**config.mk**
```make
export PLATFORM = sky130hd
export DESIGN_NAME = forth_data_stack
export DESIGN_NICKNAME = d
export VERILOG_FILES = /design/src/sv/fds_pkg.sv /design/src/sv/forth_data_stack.sv /design/src/sv/fds_datapath.sv /design/src/sv/fds_controller.sv
export SDC_FILE = /design/constraint.sdc
export NUM_CORES = 1
export LEC_CHECK = 0
export ABC_AREA = 1
export BUFFER_PORTS_ARGS = -buffer_cell sky130_fd_sc_hd__clkbuf_2
export CELL_PAD_IN_SITES_DETAIL_PLACEMENT = 0
export CELL_PAD_IN_SITES_GLOBAL_PLACEMENT = 1
export CORE_MARGIN = 2
export CORE_UTILIZATION = 40
export DETAILED_ROUTE_END_ITERATION = 6
export PLACE_DENSITY = 0.7
export SKIP_CTS_REPAIR_TIMING = 1
export SLEW_MARGIN = 10
export SYNTH_ARGS = -nofsm -noshare
export SYNTH_HDL_FRONTEND = slang
export SYNTH_SLANG_ARGS = --single-unit
```
**constraint.sdc**
```tcl
create_clock -name clock -period 4.2 [get_ports clock]
set_input_delay 0 -clock clock [delete_from_list [all_inputs] [get_ports clock]]
set_output_delay 0 -clock clock [all_outputs]
set_load 0.01 [all_outputs]
```
**src/sv/fds_pkg.sv**
```systemverilog
// Shared types, constants and decode helpers for the Forth data stack.
// No dependencies; every other file of the block imports this package.
package fds_pkg;

   // Default sizes and fixed field widths
   localparam int STACK_DEPTH_DEF = 16;
   localparam int WORD_WIDTH_DEF  = 32;
   localparam int MODE_W          = 4;
   localparam int DATA_W          = 32;
   localparam int STATUS_W        = 2;
   localparam int DEPTH_W         = 5;
   localparam int REQ_DATA_W      = 32;
   localparam int RSP_DATA_W      = 40;

   // Operation codes
   typedef enum logic [MODE_W-1:0] {
      MODE_PUSH  = 4'd0,
      MODE_POP   = 4'd1,
      MODE_TOP   = 4'd2,
      MODE_DUP   = 4'd3,
      MODE_SWAP  = 4'd4,
      MODE_OVER  = 4'd5,
      MODE_ROT   = 4'd6,
      MODE_DROP  = 4'd7,
      MODE_CLEAR = 4'd8
   } mode_type;

   // Result status codes
   typedef enum logic [STATUS_W-1:0] {
      ST_OK    = 2'd0,
      ST_UNDER = 2'd1,
      ST_OVER  = 2'd2
   } status_type;

   // Sequencer states
   typedef enum logic [3:0] {
      S_IDLE,
      S_RD1,
      S_RD2,
      S_RD3,
      S_RD4,
      S_WR1,
      S_WR2,
      S_WR3,
      S_DONE
   } state_type;

   // Stack entry relative to the current depth n
   typedef enum logic [1:0] {
      OFS_N0,   // n
      OFS_N1,   // n-1
      OFS_N2,   // n-2
      OFS_N3    // n-3
   } ofs_type;

   // Capture register for the registered read data
   typedef enum logic [1:0] {
      CAP_NONE,
      CAP_A,
      CAP_B,
      CAP_C
   } cap_type;

   // Write data source
   typedef enum logic [1:0] {
      SRC_VALUE,
      SRC_A,
      SRC_B,
      SRC_C
   } src_type;

   // Result word select
   typedef enum logic [2:0] {
      OUT_ZERO,
      OUT_VALUE,
      OUT_A,
      OUT_B,
      OUT_C
   } out_sel_type;

   // Depth update
   typedef enum logic [1:0] {
      CNT_HOLD,
      CNT_INC,
      CNT_DEC,
      CNT_CLR
   } cnt_op_type;

   // Command bundle from the controller to the datapath
   typedef struct packed {
      logic        load;
      ofs_type     rd_ofs;
      cap_type     cap;
      logic        wr_en;
      ofs_type     wr_ofs;
      src_type     wr_src;
      logic        commit;
      out_sel_type out_sel;
      cnt_op_type  cnt_op;
      status_type  status;
   } ctl_cmd_type;

   // Number of entries an operation consumes
   function automatic logic [1:0] op_need(input logic [MODE_W-1:0] mode);
      logic [1:0] need;
      unique case (mode)
         MODE_POP, MODE_TOP, MODE_DUP, MODE_DROP: need = 2'd1;
         MODE_SWAP, MODE_OVER:                    need = 2'd2;
         MODE_ROT:                                need = 2'd3;
         default:                                 need = 2'd0;
      endcase
      return need;
   endfunction

   // Operations that add one entry
   function automatic logic op_grows(input logic [MODE_W-1:0] mode);
      return (mode == MODE_PUSH) || (mode == MODE_DUP) || (mode == MODE_OVER);
   endfunction

endpackage

```
**src/sv/forth_data_stack.sv**
```systemverilog
// Forth data stack top level: a request steps through the read, write and S_DONE states, and a
// new one is taken only back in S_IDLE; the three top entries are fetched one after another
// through the single registered read port of the stack memory, then up to three entries are
// written. The result register lets a new request be taken while the previous result waits;
// the next result then holds in its last state until the waiting one is taken.
// Reset empties the stack and drops any waiting result; memory contents are not cleared.
module forth_data_stack #(
   parameter int STACK_DEPTH = fds_pkg::STACK_DEPTH_DEF,
   parameter int WORD_WIDTH  = fds_pkg::WORD_WIDTH_DEF
) (
   input  logic                              clock,
   input  logic                              reset,
   input  logic                              req_tvalid,
   output logic                              req_tready,
   input  logic [fds_pkg::REQ_DATA_W-1:0]    req_tdata,  // push_value[31:0]
   input  logic [fds_pkg::MODE_W-1:0]        req_tuser,  // mode[3:0]
   output logic                              rsp_tvalid,
   input  logic                              rsp_tready,
   output logic [fds_pkg::RSP_DATA_W-1:0]    rsp_tdata,  // data_out[31:0], depth[36:32], zero pad
   output logic [fds_pkg::STATUS_W-1:0]      rsp_tuser   // status[1:0]
);
   import fds_pkg::*;

   localparam int CW = $clog2(STACK_DEPTH + 1);

   ctl_cmd_type              cmd;
   logic [CW-1:0]            count;
   logic signed [DATA_W-1:0] rsp_data;
   logic [STATUS_W-1:0]      rsp_status;
   logic [DEPTH_W-1:0]       rsp_depth;

   fds_controller #(
      .STACK_DEPTH (STACK_DEPTH),
      .CW          (CW)
   ) u_ctrl (
      .clock      (clock),
      .reset      (reset),
      .req_tvalid (req_tvalid),
      .req_tready (req_tready),
      .req_mode   (req_tuser),
      .rsp_tvalid (rsp_tvalid),
      .rsp_tready (rsp_tready),
      .count      (count),
      .cmd        (cmd)
   );

   fds_datapath #(
      .STACK_DEPTH (STACK_DEPTH),
      .WORD_WIDTH  (WORD_WIDTH),
      .CW          (CW)
   ) u_dp (
      .clock      (clock),
      .reset      (reset),
      .cmd        (cmd),
      .push_value (req_tdata),
      .count      (count),
      .rsp_data   (rsp_data),
      .rsp_status (rsp_status),
      .rsp_depth  (rsp_depth)
   );

   // Pack the result
   assign rsp_tdata = {(RSP_DATA_W - DEPTH_W - DATA_W)'(0), rsp_depth, rsp_data};
   assign rsp_tuser = rsp_status;

   // Depth never passes the configured capacity
   a_depth_bound: assert property (@(posedge clock) disable iff (reset)
      count <= CW'(STACK_DEPTH))
      else $error("stack depth beyond capacity");

   // Overflow is reported only on a full stack
   a_over_full: assert property (@(posedge clock) disable iff (reset)
      (rsp_tvalid && (rsp_status == ST_OVER)) |-> (rsp_depth == DEPTH_W'(STACK_DEPTH)))
      else $error("overflow reported below capacity");

   // Underflow is reported only with fewer than three entries
   a_under_low: assert property (@(posedge clock) disable iff (reset)
      (rsp_tvalid && (rsp_status == ST_UNDER)) |-> (rsp_depth < DEPTH_W'(3)))
      else $error("underflow reported with three or more entries");

   // Depth changes only when a result is committed
   a_count_commit: assert property (@(posedge clock) disable iff (reset)
      !cmd.commit |=> $stable(count))
      else $error("depth changed outside commit");

endmodule

```
**src/sv/fds_datapath.sv**
```systemverilog
// Datapath of the Forth data stack: stack memory, fetch registers, depth and result registers.
// Depends on fds_pkg; driven by fds_controller through ctl_cmd_type.
module fds_datapath #(
   parameter int STACK_DEPTH = fds_pkg::STACK_DEPTH_DEF,
   parameter int WORD_WIDTH  = fds_pkg::WORD_WIDTH_DEF,
   parameter int CW          = $clog2(STACK_DEPTH + 1)
) (
   input  logic                               clock,
   input  logic                               reset,
   input  fds_pkg::ctl_cmd_type               cmd,
   input  logic signed [fds_pkg::DATA_W-1:0]  push_value,
   output logic [CW-1:0]                      count,
   output logic signed [fds_pkg::DATA_W-1:0]  rsp_data,
   output logic [fds_pkg::STATUS_W-1:0]       rsp_status,
   output logic [fds_pkg::DEPTH_W-1:0]        rsp_depth
);
   import fds_pkg::*;

   localparam int AW = $clog2(STACK_DEPTH);

   typedef logic signed [WORD_WIDTH-1:0] word_type;

   word_type mem [STACK_DEPTH];

   word_type             value_ff;
   word_type             a_ff;
   word_type             b_ff;
   word_type             c_ff;
   word_type             rd_q_ff;
   logic [CW-1:0]        count_ff;
   logic [CW-1:0]        count_in;
   logic signed [DATA_W-1:0] rsp_data_ff;
   logic [STATUS_W-1:0]  rsp_status_ff;
   logic [DEPTH_W-1:0]   rsp_depth_ff;

   logic [AW-1:0]        rd_addr;
   logic [AW-1:0]        wr_addr;
   word_type             wr_data;
   word_type             out_word;

   // Map an offset below the current depth to a memory address
   function automatic logic [AW-1:0] ofs_addr(input logic [CW-1:0] n, input ofs_type ofs);
      logic [CW-1:0] idx;
      case (ofs)
         OFS_N0:  idx = n;
         OFS_N1:  idx = n - CW'(1);
         OFS_N2:  idx = n - CW'(2);
         default: idx = n - CW'(3);
      endcase
      return AW'(idx);
   endfunction

   assign rd_addr = ofs_addr(count_ff, cmd.rd_ofs);
   assign wr_addr = ofs_addr(count_ff, cmd.wr_ofs);

   // Select write data
   always_comb begin
      case (cmd.wr_src)
         SRC_VALUE: wr_data = value_ff;
         SRC_A:     wr_data = a_ff;
         SRC_B:     wr_data = b_ff;
         default:   wr_data = c_ff;
      endcase
   end

   // Stack memory: one write port, one registered read port
   always_ff @(posedge clock) begin
      if (cmd.wr_en) begin
         mem[wr_addr] <= wr_data;
      end
      rd_q_ff <= mem[rd_addr];
   end

   // Latch the pushed word and the fetched entries
   always_ff @(posedge clock) begin
      if (cmd.load) begin
         value_ff <= WORD_WIDTH'(push_value);
      end
      case (cmd.cap)
         CAP_A:   a_ff <= rd_q_ff;
         CAP_B:   b_ff <= rd_q_ff;
         CAP_C:   c_ff <= rd_q_ff;
         default: ;
      endcase
   end

   // Next depth
   always_comb begin
      count_in = count_ff;
      if (cmd.commit) begin
         case (cmd.cnt_op)
            CNT_INC: count_in = count_ff + CW'(1);
            CNT_DEC: count_in = count_ff - CW'(1);
            CNT_CLR: count_in = '0;
            default: count_in = count_ff;
         endcase
      end
   end

   always_ff @(posedge clock) begin
      if (reset) begin
         count_ff <= '0;
      end else begin
         count_ff <= count_in;
      end
   end

   // Select the result word
   always_comb begin
      case (cmd.out_sel)
         OUT_VALUE: out_word = value_ff;
         OUT_A:     out_word = a_ff;
         OUT_B:     out_word = b_ff;
         OUT_C:     out_word = c_ff;
         default:   out_word = '0;
      endcase
   end

   // Load the result register
   always_ff @(posedge clock) begin
      if (cmd.commit) begin
         rsp_data_ff   <= DATA_W'(out_word);
         rsp_status_ff <= cmd.status;
         rsp_depth_ff  <= DEPTH_W'(count_in);
      end
   end

   assign count      = count_ff;
   assign rsp_data   = rsp_data_ff;
   assign rsp_status = rsp_status_ff;
   assign rsp_depth  = rsp_depth_ff;

endmodule

```
**src/sv/fds_controller.sv**
```systemverilog
// Sequencer of the Forth data stack: accepts requests, checks depth, steps fetches and writes.
// Depends on fds_pkg; commands fds_datapath through ctl_cmd_type.
module fds_controller #(
   parameter int STACK_DEPTH = fds_pkg::STACK_DEPTH_DEF,
   parameter int CW          = $clog2(STACK_DEPTH + 1)
) (
   input  logic                        clock,
   input  logic                        reset,
   input  logic                        req_tvalid,
   output logic                        req_tready,
   input  logic [fds_pkg::MODE_W-1:0]  req_mode,
   output logic                        rsp_tvalid,
   input  logic                        rsp_tready,
   input  logic [CW-1:0]               count,
   output fds_pkg::ctl_cmd_type        cmd
);
   import fds_pkg::*;

   state_type         state_ff;
   state_type         state_in;
   logic [MODE_W-1:0] mode_ff;
   status_type        status_ff;
   status_type        status_in;
   logic              rsp_valid_ff;
   logic              rsp_valid_in;
   logic              accept;
   logic              out_free;
   logic              is_ok;
   logic              has_top;

   assign accept   = (state_ff == S_IDLE) && req_tvalid;
   assign out_free = !rsp_valid_ff || rsp_tready;
   assign is_ok    = (status_ff == ST_OK);
   assign has_top  = (count != '0);

   // Check depth against what the request consumes and adds
   always_comb begin
      if (count < CW'(op_need(req_mode))) begin
         status_in = ST_UNDER;
      end else if (op_grows(req_mode) && (count >= CW'(STACK_DEPTH))) begin
         status_in = ST_OVER;
      end else begin
         status_in = ST_OK;
      end
   end

   // Next state
   always_comb begin
      state_in = state_ff;
      unique case (state_ff)
         S_IDLE:  if (req_tvalid) state_in = S_RD1;
         S_RD1:   state_in = S_RD2;
         S_RD2:   state_in = S_RD3;
         S_RD3:   state_in = S_RD4;
         S_RD4:   state_in = S_WR1;
         S_WR1:   state_in = S_WR2;
         S_WR2:   state_in = S_WR3;
         S_WR3:   state_in = S_DONE;
         S_DONE:  if (out_free) state_in = S_IDLE;
         default: state_in = S_IDLE;
      endcase
   end

   // Command outputs
   always_comb begin
      cmd        = '0;
      cmd.status = status_ff;
      unique case (state_ff)
         S_IDLE: begin
            cmd.load = req_tvalid;
         end
         S_RD1: begin
            cmd.rd_ofs = OFS_N1;
         end
         S_RD2: begin
            cmd.rd_ofs = OFS_N2;
            cmd.cap    = CAP_A;
         end
         S_RD3: begin
            cmd.rd_ofs = OFS_N3;
            cmd.cap    = CAP_B;
         end
         S_RD4: begin
            cmd.cap = CAP_C;
         end
         S_WR1: begin
            if (is_ok) begin
               case (mode_ff)
                  MODE_PUSH: begin
                     cmd.wr_en = 1'b1; cmd.wr_ofs = OFS_N0; cmd.wr_src = SRC_VALUE;
                  end
                  MODE_DUP: begin
                     cmd.wr_en = 1'b1; cmd.wr_ofs = OFS_N0; cmd.wr_src = SRC_A;
                  end
                  MODE_OVER: begin
                     cmd.wr_en = 1'b1; cmd.wr_ofs = OFS_N0; cmd.wr_src = SRC_B;
                  end
                  MODE_SWAP: begin
                     cmd.wr_en = 1'b1; cmd.wr_ofs = OFS_N1; cmd.wr_src = SRC_B;
                  end
                  MODE_ROT: begin
                     cmd.wr_en = 1'b1; cmd.wr_ofs = OFS_N3; cmd.wr_src = SRC_B;
                  end
                  default: ;
               endcase
            end
         end
         S_WR2: begin
            if (is_ok && ((mode_ff == MODE_SWAP) || (mode_ff == MODE_ROT))) begin
               cmd.wr_en  = 1'b1;
               cmd.wr_ofs = OFS_N2;
               cmd.wr_src = SRC_A;
            end
         end
         S_WR3: begin
            if (is_ok && (mode_ff == MODE_ROT)) begin
               cmd.wr_en  = 1'b1;
               cmd.wr_ofs = OFS_N1;
               cmd.wr_src = SRC_C;
            end
         end
         S_DONE: begin
            cmd.commit  = out_free;
            cmd.out_sel = has_top ? OUT_A : OUT_ZERO;
            cmd.cnt_op  = CNT_HOLD;
            if (is_ok) begin
               unique case (mode_ff)
                  MODE_PUSH: begin
                     cmd.out_sel = OUT_VALUE; cmd.cnt_op = CNT_INC;
                  end
                  MODE_POP: begin
                     cmd.out_sel = OUT_A; cmd.cnt_op = CNT_DEC;
                  end
                  MODE_TOP:  cmd.out_sel = OUT_A;
                  MODE_DUP: begin
                     cmd.out_sel = OUT_A; cmd.cnt_op = CNT_INC;
                  end
                  MODE_SWAP: cmd.out_sel = OUT_B;
                  MODE_OVER: begin
                     cmd.out_sel = OUT_B; cmd.cnt_op = CNT_INC;
                  end
                  MODE_ROT:  cmd.out_sel = OUT_C;
                  MODE_DROP: begin
                     // new top is the second entry when one remains
                     cmd.out_sel = (count >= CW'(2)) ? OUT_B : OUT_ZERO;
                     cmd.cnt_op  = CNT_DEC;
                  end
                  MODE_CLEAR: begin
                     cmd.out_sel = OUT_ZERO; cmd.cnt_op = CNT_CLR;
                  end
                  default: ;
               endcase
            end
         end
         default: ;
      endcase
   end

   // Result valid: set on commit, drop when taken
   always_comb begin
      rsp_valid_in = rsp_valid_ff;
      if (cmd.commit) begin
         rsp_valid_in = 1'b1;
      end else if (rsp_tready) begin
         rsp_valid_in = 1'b0;
      end
   end

   // Hold the request's mode and status for the whole sequence
   always_ff @(posedge clock) begin
      if (accept) begin
         mode_ff   <= req_mode;
         status_ff <= status_in;
      end
   end

   always_ff @(posedge clock) begin
      if (reset) begin
         state_ff     <= S_IDLE;
         rsp_valid_ff <= 1'b0;
      end else begin
         state_ff     <= state_in;
         rsp_valid_ff <= rsp_valid_in;
      end
   end

   assign req_tready = (state_ff == S_IDLE);
   assign rsp_tvalid = rsp_valid_ff;

endmodule

```
# Word level (Yosys, flattened, before mapping)

Memory sizes are Yosys's and may differ from the RTL's. A register that Yosys moved wholly into a read port is not among the register bits.
Cells that the tools add are included.

Logic and storage cells: 115
Memories: 1
Bits of input ports: 40
Memory bits (writable): 512
Bits in registers: 183
Output and inout port bits: 44

Memories:

| name     | depth | bits a word | rd ports | clocked after Yosys merged registers in | write ports | line               | text |
|---|---|---|---|---|---|---|---|
| u_dp.mem | 16    | 32          | 1        | 1                                       | 1           | fds_datapath.sv:23 | `word_type mem [STACK_DEPTH];` |

Reduce and logical (&&, ||, !) cells: 25
Equality and inequality tests: 41
Mux-type cells: 29
Add/subtract/negate cells: 4
Order comparisons: 3

Operators by type and width:

| kind                | number |
|---|---|
| $pmux 32 s4         | 1 |
| $pmux 32 s3         | 1 |
| $eq 4x3->1 const B  | 12 |
| $pmux 4 s9          | 1 |
| $pmux 5 s3          | 2 |
| $mux 5              | 5 |
| $pmux 5 s5          | 1 |
| $eq 4x2->1 const B  | 6 |
| $pmux 2 s3          | 4 |
| $pmux 4 s3          | 2 |
| $pmux 3 s6          | 1 |
| $eq 2x2->1 const B  | 7 |
| $eq 4x1->1 const B  | 3 |
| $logic_not 4->1     | 3 |
| $eq 2x1->1 const B  | 5 |
| $eq 4x4->1 const B  | 2 |
| $logic_not 2->1     | 4 |
| $mux 4              | 2 |
| $sub 4x2->4 const B | 2 |
| $eq 3x2->1 const B  | 2 |
| $mux 2              | 3 |
| $mux 6              | 1 |
| $reduce_or 2->1     | 3 |
| $reduce_or 3->1     | 2 |
| 17 further kinds    | 27 |

# Logic depth before layout (Yosys ltp)

Word-level depth: 8
Gate-level depth with buffers: 14
Depth with buffers taken out: 13

# Cells and area by module

Synthesis repeated with hierarchy kept, for this count alone.

Cells, all modules: 2903
Area total of the unflattened synthesis: 30843.3 um^2

Modules (own cells, without submodules):

| module           | sequential area each (um^2) | instances | cells each | area each (um^2) |
|---|---|---|---|---|
| fds_datapath     | 21130.3                     | 1         | 2769       | 29987.5 |
| fds_controller   | 280.3                       | 1         | 130        | 829.5 |
| forth_data_stack | 0.0                         | 1         | 4          | 26.3 |

# Worst setup path after synthesis

OpenSTA, ideal clock, no wires.

Path kind: register to register
From: register u_ctrl.state_ff[0]
To: register u_dp.rsp_depth_ff[0], in the netlist u_dp.rsp_depth[0] (data pin)
Required time: 3.941 ns
Period minus slack after synthesis: 3.358 ns
Buffers on the path: 0
Arrival time: 3.099 ns
Slack: 0.842 ns
Stages on the path, launching flop included: 9
Setup time: 0.259 ns
Path through: dfxtp_1 > inv_2 > nand4_1 > nor2_1 > nand2_1 > inv_1 > nand2_1 > o21ai_0 > inv_1

RTL lines:

| element                | line                  | text |
|---|---|---|
| from (decl)            | fds_controller.sv:19  | `state_type state_ff;` |
| from (signal assigned) | fds_controller.sv:182 | `state_ff <= state_in;` |
| to (signal assigned)   | fds_datapath.sv:124   | `rsp_depth_ff <= DEPTH_W'(count_in);` |
| to (decl)              | fds_datapath.sv:34    | `logic [DEPTH_W-1:0] rsp_depth_ff;` |

# Worst setup path after layout

From: register u_ctrl.mode_ff[3]
To: memory u_dp.mem[0][28] (netlist name) (data pin)

Longest elaborated chain between the ends: 7
Elaborated cells on any way between the ends: 17
Those cells by class: eq/ne (6); mux (6); reduce/logical (5)

Ends and longest elaborated chain:

| element                                                            | line                  | text |
|---|---|---|
| from (decl)                                                        | fds_controller.sv:21  | `logic [MODE_W-1:0] mode_ff;` |
| from (signal assigned)                                             | fds_controller.sv:172 | `mode_ff <= req_mode;` |
| parallel branches: the longest is 4 deep, another holds $pmux 5 s5 | n/a                   |  |
| $pmux 5 s3 *                                                       | fds_controller.sv:68  | `unique case (state_ff)` |
| $eq 2x2->1 (tied with other cells)                                 | fds_datapath.sv:58    | `case (cmd.wr_src)` |
| $pmux 32 s3 *                                                      | fds_datapath.sv:58    |  |
| named net u_dp.wr_data[28]                                         | fds_datapath.sv:38    | `word_type wr_data;` |
| to (decl)                                                          | fds_datapath.sv:23    |  |

Mark *: on every way through the listed nets, which the timed path passes.

==> flow_summary.yaml <==
run_status:
  outcome: "finished clean"
setup_path:
  end_kind: "flop"
  critPathMaxStageDelay_ns: 0.58
  cp-start-kind: "flop"
  cp.required_ns: 4.51
  crit_slowest_cell: "nor3_4"
  cp.arrival_ns: 3.51
  crit_chain: "inv_1 > nand2_1 > nor2_1 > nand3_1 > nand3_1 > nor3_4 > buf_4 > nand2_1 > nand4_1"
  worstSetupPathType: "flop to flop"
  cp_max_fo: 22
finish:
  layout-drive-gt1-share: 0.104
  fin_nets: 2828
  final_util: 0.467
  synthToLayoutAreaGrowth_pct: 15.8
  finalNonFillerCells: 3811
  diodes: 0
clock_tree:
  numCtsBuffers: 76
  clock-sinks: 727
  clkLatencyLatePin_ns: 0.64
  path_clk_slew_ns: 0.06
  cts_tree: "built"
  clockBufferDepth: 3
  ctsHtreeMaxLevel: 3
  cts-root-buf: "clkbuf_16"
grt:
  grt_first_pass_wirelength_mm: 130
  grt_max_degree: 189
  antenna_found_initial: 2
  grt_pass1_vias: 20000
  overflow: 0
  grt_use_total: 0.227
sta:
  tns_ns: 0
  maxSlewHeadroom: 0.300
  post-route-min-period_ns: 3.20
  finalHoldViolCount: 0
  drv_slew: 0
  finClkSkew_ns: 0.0276
  setup_violations: 0
  tightestPinTransition_ns: 1.05
  fmax_ghz: 0.313
  rsz0062_at_grt: "no"
  hold_slack_ns: 0.0876
  min_period_over_period: 0.761
floorplanning:
  dieArea_um2: 77200
  core_um2: 74300
  ios: 84
  start_util: 0.403
  die_w_um: 278
  num_rows: 100
  die_y_um: 278
yosys:
  synth.distinct_cells: 34
  netlist_area_um2: 30000
  synthTopCellsByArea: "edfxtp_1 69%, nand2_1 13%, nand3_1 6.9%"
  synth_top_area_cell: "edfxtp_1"
  synth_area_per_cell_um2: 11.2
  yosysSeqAreaShare: 0.714
  synth_top_area_share: 0.686
  synth_warnings: 0
  synth-seq-cells: 727
  synthArstFlopShare: 0
  ys.flop_type: "edfxtp_1"
  syn-instance-count: 2675
  synth_edf_count: 685
detailed_routing:
  wirelength_mm: 88.4
  ant_nets: 0
  dr.pass1.iters: 6
  via_per_inst: 5.41
  drt_iter0_drc: 2256
  wl_per_cell_um: 23.2
  drc: 0
  vias: 20600
power:
  p_leak_nw: 12.9
  totalPowerFinal_w: 0.0174
  p_per_area_nw_per_um2: 502
  ir_worst_vdd_mv: 0.229
placement:
  place_inst: 3630
  numPortBuffers: 80
  dp_hpwl_mm: 47.0
  routabilityCongestion: 0.880
hold_path:
  hp-class: "primary input to flop"
flow_run:
  drv_cap: 0
-- kinds of logic (layout without fill, tap and decap cells) --
| kind of cell | after synthesis | count (layout) | synth area share |
|---|---|---|---|
| AND/OR/NAND/NOR | 1639 | 1639 | 0.235 |
| flip-flops | 727 | 727 | 0.714 |
| buffers and inverters | 266 | 431 | 0.0398 |
| AO/OA/AOI/OAI | 25 | 25 | 0.00530 |
| adder cells (fa/ha/maj) | 9 | 9 | 0.00376 |
| XOR/XNOR | 8 | 8 | 0.00234 |
| other | 1 | 3 | 0.000125 |
-- registers in the layout, indices dropped and copies added (netlist names), 32 cells and up --
signal,count
u_dp.mem,512
u_dp.a_ff,32
u_dp.b_ff,32
u_dp.c_ff,32
u_dp.rd_q_ff,32
u_dp.rsp_data,32
u_dp.value_ff,32
-- routing by layer --
metal	routed length [um]	vias to the layer above	GRT usage
met5	13	-	0
li1	-	9476	-
met2	40500	958	0.356
met1	37700	10000	0.316
met4	2760	2	0.0863
met3	7490	181	0.0412
-- through the flow --
step / area (um^2) / setup slack, ns
2_1_floorplan: 30000 / 0.842
3_3_place_gp: 31700 / 1.11
3_5_place_dp: 31700 / 1.00
4_1_cts: 34300 / 1.01
5_1_grt: 34700 / 0.816
6_report: 34700 / 1.00
-- layout make-up --
class	count	area, um^2
Sequential cell	727	21400
Clock buffer	101	2100
Timing Repair Buffer	176	1480
Multi-Input combinational cell	1684	7600
Fill cell	6717	39600
Inverter	114	428
Tap cell	969	1210
Clock inverter	40	484
-- cells in the mapped netlist, types with 2 or more instances --
| library cell | count |
|---|---|
| xor2_1 | 6 |
| buf_4 | 16 |
| inv_2 | 14 |
| o211ai_1 | 3 |
| buf_2 | 103 |
| nor2_2 | 5 |
| dfxtp_1 | 42 |
| clkbuf_1 | 22 |
| or2_2 | 2 |
| a21oi_2 | 2 |
| nand2_1 | 1032 |
| ha_1 | 9 |
| buf_1 | 10 |
| nand3_1 | 411 |
| xnor2_1 | 2 |
| inv_1 | 95 |
| nand4_1 | 126 |
| a21oi_1 | 9 |
| o21ai_0 | 8 |
| clkinv_1 | 5 |
| nor2_1 | 55 |
| nand2_2 | 2 |
| edfxtp_1 | 685 |
-- report_power, final --
group / total, W / switching [W] / internal [W]
logic: 0.00190 / 0.00139 / 0.000513
registers: 0.00855 / 0.000192 / 0.00836
clock network: 0.00698 / 0.00278 / 0.00420
total: 0.0174 / 0.00436 / 0.0131
-- cells in the final DEF (no fill, tap or decap), drive strengths merged --
cell type    count
buf             56
clkinv          29
conb             3
o21ai            9
clkbuf         181
dfxtp           42
nor2            60
a2111oi          1
nor4             1
nand3          412
ha               9
inv            113
a21oi           12
or2              2
edfxtp         685
nand4          126
nand2         1034
bufinv          11
dlygate4sd3     40
o211ai           3
nor3             3
xnor2            2
xor2             6
clkinvlp         1
nand3b           1
-- final timing paths --
path	startpoint	to	slack (ns)	cells past startpoint
max reg2reg	u_ctrl.mode_ff[3]	u_dp.mem[0][28]	1.00	9
max	u_ctrl.mode_ff[3]	u_dp.mem[0][28]	1.00	9
min reg2reg	u_dp.rd_q_ff[10]	u_dp.a_ff[10]	0.45	0
min	req_tdata[14]	u_dp.value_ff[14]	0.09	2
-- critical path: cells and delay by family, from the launching register on --
family / cells / cell delay, ns
buffers and inverters: 2 / 0.58
AND/OR/NAND/NOR: 7 / 1.81
flip-flops: 1 / 0.46
Power figures use the tool's default switching activity.
